### src/vkls_pkg.sv
`default_nettype none
// ----------------------------------------------------------------------------
// vkls_pkg: keyframe sampler package
// types, constants and state codes shared by the sampler modules
// ----------------------------------------------------------------------------
package vkls_pkg;

	localparam int MAX_KEYS   = 64;
	localparam int KEY_W      = $clog2(MAX_KEYS);
	localparam int CNT_W      = 7;
	localparam int COMPONENTS = 3;
	localparam int FRAC_W     = 16;
	localparam logic [16:0] BLEND_ONE = 17'h10000;

	localparam logic REQ_LOAD   = 1'b0;
	localparam logic REQ_SAMPLE = 1'b1;

	typedef struct packed {
		logic               req_type;
		logic [5:0]         key_index;
		logic [31:0]        time_point;
		logic signed [31:0] value_x;
		logic signed [31:0] value_y;
		logic signed [31:0] value_z;
	} in_item_t;

	typedef struct packed {
		logic signed [31:0] out_x;
		logic signed [31:0] out_y;
		logic signed [31:0] out_z;
		logic [16:0]        blend;
		logic [5:0]         segment;
	} res_item_t;

	typedef struct packed {
		logic [31:0]        key_time;
		logic signed [31:0] key_x;
		logic signed [31:0] key_y;
		logic signed [31:0] key_z;
	} key_entry_t;

	typedef struct packed {
		logic        go;
		logic [16:0] blend;
	} lane_ctl_t;

	typedef enum logic [3:0] {
		ST_IDLE,
		ST_SEARCH,
		ST_DRAIN,
		ST_FETCH_A,
		ST_FETCH_B,
		ST_CAPB,
		ST_DIV,
		ST_LANE,
		ST_WAIT
	} state_t;

endpackage
`default_nettype wire

### src/vkls_lane.sv
`default_nettype none
// ----------------------------------------------------------------------------
// vkls_lane: one component lane
// start + floor((end - start) * blend / 2^16) over two stages
// ----------------------------------------------------------------------------
module vkls_lane (
	input  wire logic               clk,
	input  wire logic               arst_n,
	input  wire vkls_pkg::lane_ctl_t ctl,
	input  wire logic signed [31:0] start_val,
	input  wire logic signed [31:0] end_val,
	output logic                    valid,
	output logic signed [31:0]      result
);

	logic signed [32:0] diff;
	logic signed [50:0] prod_s1;
	logic signed [31:0] a_s1;
	logic               v_s1;
	logic               v_s2;
	logic signed [31:0] res_s2;

	assign diff = 33'(signed'({end_val[31], end_val})) - 33'(signed'({start_val[31], start_val}));

	always_ff @(posedge clk or negedge arst_n) begin
		if (!arst_n) begin
			v_s1 <= 1'b0;
			v_s2 <= 1'b0;
		end else begin
			v_s1 <= ctl.go;
			v_s2 <= v_s1;
		end
	end

	always_ff @(posedge clk) begin
		prod_s1 <= 51'(diff) * 51'(signed'({1'b0, ctl.blend}));
		a_s1    <= start_val;
		res_s2  <= a_s1 + prod_s1[47:16];
	end

	assign valid  = v_s2;
	assign result = res_s2;

endmodule
`default_nettype wire

### config.mk
export PLATFORM = sky130hd
export DESIGN_NAME = vkls_lane
export DESIGN_NICKNAME = d
export VERILOG_FILES = /design/src/vkls_pkg.sv /design/src/vkls_lane.sv
export SDC_FILE = /design/constraint.sdc
export NUM_CORES = 2
export LEC_CHECK = 0
export BUFFER_PORTS_ARGS = -buffer_cell sky130_fd_sc_hd__buf_2
export CORE_ASPECT_RATIO = 0.5
export CORE_MARGIN = 2
export CORE_UTILIZATION = 55
export CTS_CLUSTER_SIZE = 14
export DETAILED_ROUTE_END_ITERATION = 8
export PLACE_DENSITY = 0.73
export SYNTH_ARGS = -nofsm -noshare
export SYNTH_HDL_FRONTEND = slang
export SYNTH_SLANG_ARGS = --single-unit
### constraint.sdc
create_clock -name clk -period 6.4 [get_ports clk]
set_input_delay 1.28 -clock clk [delete_from_list [all_inputs] [get_ports clk]]
set_output_delay 1.28 -clock clk [all_outputs]
set_load 0.1 [all_outputs]
==> results.toml <==
[status]
outcome = "finished, violations left"
violations = "setup timing"

[critical_path]
setup.worst_path.start_class = "input pin"
critical_path.most_common_cell = "fa_1"
worst-r2r-setup-slack_ns = 2.59
critical_path_peak_fanout = 4
critical_path.reg2reg.endpoint = "result[31]"
critical_path.reg2reg.startpoint = "prod_s1[17]"
r2r_cells = 11
critical_path_required_ns = 6.64
worst-endpoint-arrival_ns = 9.00
timing.setup.critical_path_class = "in -> reg"
cpPeakStageDelay_ns = 0.57
cell_with_the_largest_stage_delay_on_the_worst_path = "fa_1"
setup.worst_path.end_class = "flop"

[finish]
finalCoreUtilization_pct = 70.41
fillCellCount = 3127
multi_input_area_um2 = 20050
layout-area-overhead-vs-synth_pct = 25.55
n_antenna_cell = 0
post_route_cells_drive_above_1_share_pct = 24.50
ff_latch_area_um2 = 1972
finish.net_count = 3871

[drt]
drt_iter0_drc = 981
drt-wirelength-per-cell_um = 16.78
vias = 19170
drt.antenna.violating_nets = 0
drt_pass1_iterations = 7
route.detailed.vias_per_inst = 5.211
drt-total-wl_mm = 61.73
drc = 0

[timing]
maxSlewViolCount = 0
setup_ws_ns = -2.359
max_clock_freq_mhz = 114.2
layout_worst_path_cycle_share_pct = 136.9
worstMarginPinSlew_ns = 0.6504
final-hold-violation-count = 0
post_layout_minimum_cycle_time_ns = 8.759
grt_setup_unrepaired = "true"
max-slew-margin-rel_pct = 56.27
setup_failing_eps_final = 32
clock-skew-final_ns = 0.01219
worst_hold_slack_ns = 0.3568

[floorplan]
die_area_um2 = 44780
placement_rows = 53
initial_utilization_pct = 56.08
core-area_um2 = 42180
num_io_pins = 117
fp.dieH_um = 150.6
die_w_um = 297.3

[grt]
globalRoute.totalOverflow = 0
grt_pass1_wl_mm = 101.0
vias_in_the_first_global_route = 20900
grt_max_degree = 23
grt_usage_pct = 28.50
number_of_antenna_violations_at_the_first_check_in_global_routing = 0

[synth]
number_of_standard_cells_after_synthesis = 2640
synth-edff-count = 0
synth.most_common_cell = "inv_1"
yosys_most_used_dff = "dfxtp_1"
postSynth.asyncResetShare_pct = 2.041
seq_area_frac_synth_pct = 8.336
mappedNetlistNets = 3413
netlist_top_cells_count = "inv_1 (657), fa_1 (516), nand2_1 (308), and2_1 (268), ha_1 (173)"
synth.area.top_cells = "fa_1 (44%), inv_1 (10%), ha_1 (9.2%)"
synth_seq_cells = 98
post_synth_num_cell_types = 71
post_synth.cell_area_avg_um2 = 8.960
yosysTopAreaCell = "fa_1"
yosysWarnings = 0
synthDominantCellAreaShare_pct = 43.67
synth_area_um2 = 23650

[cts]
clockRootBuffer = "clkbuf_16"
worst_setup_hold_path_clk_slew_ns = 0.07
ctsLongestPathBuffers = 2
clkLatencyLatePin_ns = 0.36
cts.sinks = 98
tritoncts_buffers = 9
tritoncts = "yes"
cts_hold_buf = 0
clock_tree.htree_level_count = 3

[hold_path]
min_delay_path_depth = 0
hold_path_class = "reg -> reg"
min-delay-start = "v_s1"
holdPathEnd = "valid"

[place]
gp_routability_congestion = 0.8900
io_buffers = 116
post-dp-hpwl_mm = 50.70

[job]
max_cap_viol_count = 0
[layout by cell type, fill, tap and decap left out, types with 55 or more instances in the layout]
master / netlist / final
inv_1: 657 / 635
fa_1: 516 / 489
buf_4: 1 / 366
nand2_1: 308 / 291
and2_1: 268 / 255
ha_1: 173 / 150
buf_2: 4 / 113
dfxtp_1: 96 / 96
xnor2_1: 70 / 56
a21oi_1: 80 / 55
[worst max-delay path, delay by kind of cell]
family,cells,cell delay (ns)
AO/OA/AOI/OAI,10,1.87
AND/OR/NAND/NOR,5,0.78
buffers and inverters,12,1.04
XOR/XNOR,1,0.15
adder cells (fa/ha/maj),9,3.87
[metrics by stage]
step	worst slack [ns]	instances	cell area (um2)	setup TNS, ns
after floorplan	-2.313	2640	24070	-54.18
final	-2.359	3679	29700	-61.51
after global routing	-2.619	3679	29700	-68.89
after detailed placement	-3.485	3613	28030	-91.38
after CTS	-2.340	3660	29160	-61.18
after global placement	-3.457	3613	28030	-88.56
[worst max-delay path by stage]
stage,start,to,slack (ns),depth (start not counted)
after floorplan,end_val[0],prod_s1[47],-2.31,34
after global placement,start_val[2],prod_s1[45],-3.46,34
after detailed placement,start_val[2],prod_s1[45],-3.48,34
after CTS,start_val[4],prod_s1[39],-2.34,34
after global routing,end_val[0],prod_s1[47],-2.62,38
final,end_val[0],prod_s1[39],-2.36,37
[metal layers]
layer  share of wire [%]  GRT usage (%)  vias to the layer above
met5                   0              0                        -
met4                 4.1          10.68                        0
met3                 4.2          3.319                      176
met2                  52          52.97                      517
met1                  40          34.40                     9735
li1                    -              -                     8745
[cell families (layout without fill, tap and decap cells)]
group	after synthesis	in the layout	share of synthesized area (%)
buffers and inverters	747	1209	11.89
flip-flops	98	98	8.336
multiplexers	1	1	0.04232
adder cells (fa/ha/maj)	689	689	52.82
AND/OR/NAND/NOR	757	757	16.13
AO/OA/AOI/OAI	250	250	7.056
XOR/XNOR	98	98	3.719
[sequential cells by signal (all words and copies together) (netlist names)]
signal / flops
v_s1: 1
result: 32
a_s1: 32
prod_s1: 32
valid: 1
[layout make-up]
cell class,count,area share (%)
multi-input cells,1795,67.52
repair buffers,537,14.03
inverters,657,8.388
flip-flops and latches,98,6.640
well taps,577,2.431
clock buffers,10,0.8047
clock inverters,5,0.1812
[what timing repair did]
action | 4_1_cts | 5_1_grt
buffers inserted | 33 | 23
endpoints found under the setup margin | 32 | 32
resized for setup | 134 | 96
cloned | 0 | 0
pin swaps | 88 | 104
Power is not shown: default switching activity piles up to over one toggle a cycle in this logic, so the estimate is an artifact.
